<file path="src/design/pfdt_pkg.sv">
// Shared constants, item types and the token type that travels down the cell chain.
package pfdt_pkg;

  localparam int FRONT_DEPTH    = 64;
  localparam int NUM_OBJECTIVES = 3;
  localparam int COST_WIDTH     = 32;

  localparam int FIELD_WIDTH = 32;
  localparam int COUNT_WIDTH = 7;
  localparam int CNT_W       = $clog2(FRONT_DEPTH + 1);

  // Results wait here between the end of the chain and the output port.
  localparam int QUEUE_DEPTH = 2 ** $clog2(FRONT_DEPTH + 2);
  localparam int QUEUE_AW    = $clog2(QUEUE_DEPTH);
  localparam int OCC_W       = $clog2(QUEUE_DEPTH + 1);

  localparam logic MODE_QUERY  = 1'b0;
  localparam logic MODE_INSERT = 1'b1;

  typedef logic [COST_WIDTH-1:0] cost_t;
  typedef logic [CNT_W-1:0]      cnt_t;

  typedef struct packed {
    logic                   mode;
    logic [FIELD_WIDTH-1:0] cost_b;
    logic [FIELD_WIDTH-1:0] cost_c;
  } req_item_t;

  typedef struct packed {
    logic                   dominated;
    logic [COUNT_WIDTH-1:0] removed_count;
    logic [COUNT_WIDTH-1:0] front_size;
    logic                   overflow;
  } rsp_item_t;

  typedef struct packed {
    logic  vld;
    logic  mode;
    cost_t b;
    cost_t c;
    logic  placed;
    logic  dominated;
    cnt_t  removed;
    cnt_t  size;
  } token_t;

endpackage

</file>
<file path="src/design/pfdt_cell.sv">
// One front slot: stores an entry and updates the passing token against it.
module pfdt_cell (
  input  logic            clk,
  input  logic            rst,
  input  pfdt_pkg::token_t tok_in,
  output pfdt_pkg::token_t tok_out
);

  logic            valid;
  logic            valid_next;
  pfdt_pkg::cost_t ent_b;
  pfdt_pkg::cost_t ent_c;
  pfdt_pkg::token_t tok_next;

  logic covers;
  logic covered;
  logic prune;
  logic claim;

  // covers: the entry weakly dominates the token; covered: the reverse
  assign covers  = (ent_b <= tok_in.b) && (ent_c <= tok_in.c);
  assign covered = (tok_in.b <= ent_b) && (tok_in.c <= ent_c);
  assign prune   = tok_in.vld && (tok_in.mode == pfdt_pkg::MODE_INSERT) && valid && covered;
  // lowest free slot after pruning is the first one the insert meets
  assign claim   = tok_in.vld && (tok_in.mode == pfdt_pkg::MODE_INSERT) && !tok_in.placed &&
                   (!valid || prune);

  always_comb begin
    valid_next = (valid && !prune) || claim;
    tok_next   = tok_in;
    if (tok_in.mode == pfdt_pkg::MODE_QUERY) begin
      tok_next.dominated = tok_in.dominated || (valid && covers);
    end
    tok_next.placed  = tok_in.placed || claim;
    tok_next.removed = tok_in.removed + pfdt_pkg::cnt_t'(prune);
    tok_next.size    = tok_in.size + pfdt_pkg::cnt_t'(valid_next);
  end

  always_ff @(posedge clk) begin
    if (rst) begin
      valid       <= 1'b0;
      tok_out.vld <= 1'b0;
    end else begin
      valid       <= valid_next;
      tok_out.vld <= tok_in.vld;
    end
    if (claim) begin
      ent_b <= tok_in.b;
      ent_c <= tok_in.c;
    end
    tok_out.mode      <= tok_next.mode;
    tok_out.b         <= tok_next.b;
    tok_out.c         <= tok_next.c;
    tok_out.placed    <= tok_next.placed;
    tok_out.dominated <= tok_next.dominated;
    tok_out.removed   <= tok_next.removed;
    tok_out.size      <= tok_next.size;
  end

endmodule

</file>
<file path="config.mk">
export PLATFORM = sky130hd
export DESIGN_NAME = pfdt_cell
export DESIGN_NICKNAME = d
export VERILOG_FILES = /design/src/design/pfdt_pkg.sv /design/src/design/pfdt_cell.sv
export SDC_FILE = /design/constraint.sdc
export NUM_CORES = 1
export LEC_CHECK = 0
export BUFFER_PORTS_ARGS = -buffer_cell sky130_fd_sc_hd__buf_2
export CORE_MARGIN = 2
export CORE_UTILIZATION = 55
export DETAILED_ROUTE_END_ITERATION = 12
export PLACE_DENSITY = 0.83
export SLEW_MARGIN = 20
export SYNTH_ARGS = -nofsm -noshare
export SYNTH_HDL_FRONTEND = slang
export SYNTH_SLANG_ARGS = --single-unit
</file>
<file path="constraint.sdc">
create_clock -name clk -period 10.67 [get_ports clk]
set_clock_uncertainty 0.05 [all_clocks]
set_input_delay 2.134 -clock clk [delete_from_list [all_inputs] [get_ports clk]]
set_output_delay 2.134 -clock clk [all_outputs]
set_load 0.02 [all_outputs]
</file>
Word-level counts from Yosys, hierarchy flattened
Index checks and enable logic that the tools add are counted.
{"block": "op_classes", "addsub": 2, "magnitude_cmp": 4, "n_mux": 1, "reduce_logical": 16}
{"operator": "32-bit less-or-equal comparator", "n": 4}
{"operator": "7-bit by 1-bit adder with 7-bit output", "n": 2}
{"operator": "1-bit logical AND", "n": 9}
{"operator": "1-bit logical OR", "n": 4}
{"operator": "1-bit logical NOT", "n": 3}
{"operator": "1-bit 2-to-1 mux", "n": 1}
{"block": "totals", "reg_bits": 147, "out_inout_bits": 82, "elab_cells": 34}

Longest topological paths before layout
{"block": "depth", "word_depth": 7, "mapped_depth": 14}

Worst setup path before layout
Ideal clock, no wire load.
{"block": "synth_path", "kind": "input-to-reg", "from": "input tok_in[57] in the netlist's numbering", "to": "register ent_b[0] (enable)", "arrival_time_ns": 6.603, "path_slack_ns": 3.514, "stages": 8, "path_buffers": 0, "cell_sequence": "ha_1 a21o_1 nand3_1 a21oi_1 or4_1 a22oi_2 o21ai_2 a21boi_1"}
{"block": "synth_between", "elab_chain_cells": 5}
{"item": "start: declaration", "line_no": "pfdt_cell.sv:5", "text": "input pfdt_pkg::token_t tok_in,"}
{"item": "32-bit less-or-equal comparator", "line_no": "pfdt_cell.sv:22", "text": "assign covered = (tok_in.b <= ent_b) && (tok_in.c <= ent_c);"}
{"item": "1-bit logical AND", "line_no": "pfdt_cell.sv:22"}
{"item": "1-bit logical AND", "line_no": "pfdt_cell.sv:23", "text": "assign prune = tok_in.vld && (tok_in.mode == pfdt_pkg::MODE_INSERT) && valid && covered;"}
{"item": "1-bit logical OR", "line_no": "pfdt_cell.sv:26", "text": "(!valid || prune);"}
{"item": "1-bit logical AND", "line_no": "pfdt_cell.sv:25", "text": "assign claim = tok_in.vld && (tok_in.mode == pfdt_pkg::MODE_INSERT) && !tok_in.placed &&"}
{"item": "via claim", "line_no": "pfdt_cell.sv:18", "text": "logic claim;"}
{"item": "end signal: assignment", "line_no": "pfdt_cell.sv:48", "text": "ent_b <= tok_in.b;"}
{"item": "end: declaration", "line_no": "pfdt_cell.sv:11", "text": "pfdt_pkg::cost_t ent_b;"}
The timed path passes the listed nets, and every way through them passes these cells.
A chain may end at the register's enable or synchronous reset.

Final worst setup path
{"block": "layout_path", "from": "input tok_in[63] in the netlist's numbering", "to": "register ent_c[26] (enable)"}
{"block": "layout_between", "elab_chain_cells": 5}
{"item": "32-bit less-or-equal comparator", "line_no": "pfdt_cell.sv:22"}
{"item": "1-bit logical AND", "line_no": "pfdt_cell.sv:22"}
{"item": "1-bit logical AND", "line_no": "pfdt_cell.sv:23"}
{"item": "1-bit logical OR", "line_no": "pfdt_cell.sv:26"}
{"item": "1-bit logical AND", "line_no": "pfdt_cell.sv:25"}
{"item": "via claim", "line_no": "pfdt_cell.sv:18"}
{"item": "end signal: assignment", "line_no": "pfdt_cell.sv:49", "text": "ent_c <= tok_in.c;"}
{"item": "end: declaration", "line_no": "pfdt_cell.sv:12", "text": "pfdt_pkg::cost_t ent_c;"}
The timed path passes the listed nets, and every way through them passes these cells.

==> impl_metrics.toml <==
[place]
gp_congestion = 0.825
place_area_sq_mm = 0.00653
dpl.hpwl_microns = 7770
portBuffers = 165
pre_cts_ws_ns = 4.97

[sta]
timing.final.setup_violations = 0
fmax_mhz = 213
min_period_ns = 4.69
fin_setup_tns_ns = 0
hold_viol = 0
rsz0062_at_grt = "no"
setup_slack_ns = 5.98
slew-limit-headroom = 0.635
finalCritPeriodShare = 0.440
worst_pin_slew_ns = 0.545
slew_viol_final = 0

[min_path]
hold_depth = 1
hold_path_class = "flip-flop to flip-flop"

[yosys]
yosysSeqAreaShare = 0.650
synth_nets = 571
syn_inst = 419
synth.most_common_cell = "dfxtp_1"
yosys.area.top_type = "edfxtp_1"
yosysUniqueCellTypes = 40
synth-edff-count = 64
synthTopCellsByCount = "83 x dfxtp_1, 68 x ha_1, 66 x inv_1"
netlist.area_leader.share = 0.349
synth.ff_latch_count = 147
async_flop_share = 0
synth_warnings = 0
synthTopCellsByArea = "edfxtp_1 35%, dfxtp_1 30%, ha_1 15%, inv_1 4.5%, a21oi_1 2.3%"
synth_area_sq_mm = 0.00551
ys.flop_type = "dfxtp_1"
syn_area_per_cell_sq_um = 13.2

[global_routing]
grt_pass1_wl_microns = 18000
track_usage = 0.209
grt_overflow_total = 0
antenna_found_initial = 0
grt_pass1_vias = 3848
grt_max_degree = 34

[die]
rows = 36
die_h_microns = 104
start_util = 0.564
io_pins = 166
core_area_sq_mm = 0.00977
dieArea_sq_mm = 0.0108
die_w_microns = 104

[detailed_routing]
initialDrtViolationCount = 126
vias_per_cell = 5.01
avgRoutedWirePerCell_microns = 14.2
detail-route-antenna-nets = 0
dr.pass1.iters = 4
vias = 3760
post-route-drc-count = 0
drt_wl_total_microns = 10700

[power]
ir_drop_mv = 0.109
p_switching_uw = 293
switching_share = 0.221
comb_power_share = 0.088
powerDensity_mw_per_mm2 = 186
p_clk_frac = 0.445
intPower_uw = 1030
p_leak_uw = 0.00340
pwr-share-seq = 0.467

[critical_path]
critical_path_required_ns = 10.78
path_cells = "buf_2 -> ha_1 -> nand4_1 -> nor4_1 -> and2b_1 -> a22oi_2 -> o21ai_2 -> a21boi_4 -> buf_4"
critPathCaptureType = "flip-flop"
cp_slowest_stage_delay_ns = 0.49
ff2ff_path_depth = 10
slowest_stage = "a21boi_4"
path_max_fanout = 32
startpoint_type = "input pin"
crit_type = "input pin to flip-flop"
crit_arrival_ns = 4.80

[clocking]
htreeDepth = 4
cts_tree = "built"
cts_buffer_depth = 2
cts_resized = 0
cts_buffers = 17
clkSinkCount = 147
post-cts-setup-buffers = 0
root_buffer = "clkbuf_8"
clk_latency_ns = 0.51
hold_buffers = 0
clk_pin_slew_ns = 0.06

[layout]
syn_to_final_growth_pct = 29.6
final.fill_count = 626
insertedDiodeCount = 0
fin_nets = 757
drive_above_1_share = 0.327
postLayoutCellArea_sq_mm = 0.00715
multi_input_area_sq_mm = 0.00169
area.sequential_sq_mm = 0.00358

[flow_run]
max-cap-violations = 0

[run_status]
status = "finished, final reports clean"
[final cells by class]
class,count,area share
Timing Repair Buffer,167,0.120
Inverter,66,0.0347
Clock inverter,9,0.0179
Sequential cell,147,0.501
Tap cell,133,0.0233
Clock buffer,23,0.0655
Multi-Input combinational cell,206,0.237
[logic make-up after synthesis]
logic type / after synthesis / synth area share
simple gates: 71 / 0.0701
fa+ha+maj: 68 / 0.154
xor+xnor: 10 / 0.0159
flops: 147 / 0.650
buf+inv: 66 / 0.0449
compound gates: 57 / 0.0649
[routing by layer]
metal  vias to the layer above  track usage  part of all wire
li1                       1857            -                 -
met1                      1757        0.259              0.43
met2                       133        0.345              0.50
met3                        13       0.0602             0.055
met4                         0       0.0840             0.014
met5                         -            0                 0
[critical path: cells and delay by family]
kind            cells  cell delay, ns
fa+ha+maj           1            0.32
buf+inv             2            0.60
simple gates        3            0.92
compound gates      3            0.83
[final timing paths]
path,startpoint,end,slack [ns]
hold / removal,valid,tok_out[15],0.51
setup / recovery,tok_in[63],ent_c[26],5.98
hold reg to reg,valid,tok_out[15],0.51
setup reg to reg,ent_b[31],ent_c[26],7.36
[layout by cell type (no fill, tap or decap), types with 4 or more instances in the layout]
cell type,instances
and3_1,4
inv_1,66
nor2_1,11
buf_2,165
nand2_1,14
edfxtp_1,64
nand3_1,12
a21oi_1,25
o21ai_0,10
dfxtp_1,83
clkbuf_1,4
xnor2_1,7
ha_1,68
nand4_1,12
clkbuf_16,17
[power groups by stage]
stage	Clock (uW)	Combinational (uW)	Sequential, uW
2_1_floorplan	0	38.5	655
3_3_place_gp	0	111	630
3_5_place_dp	0	115	631
4_1_cts	598	117	620
5_1_grt	627	131	621
6_report	591	117	619
[per-stage QoR]
stage / power, uW / hold WS (ns) / util / instances
after floorplan: 693 / 0.426 / - / 419
after global placement: 741 / 0.491 / 0.668 / 718
after detailed placement: 747 / 0.498 / 0.668 / 718
after CTS: 1330 / 0.511 / 0.728 / 750
after global routing: 1380 / 0.541 / 0.731 / 751
final: 1330 / 0.509 / 0.731 / 751
[sequential cells by signal (all words and copies together), names as in the netlist]
register  cells
valid         1
ent_c        32
tok_out      82
ent_b        32
Power figures use the tool's default switching activity.
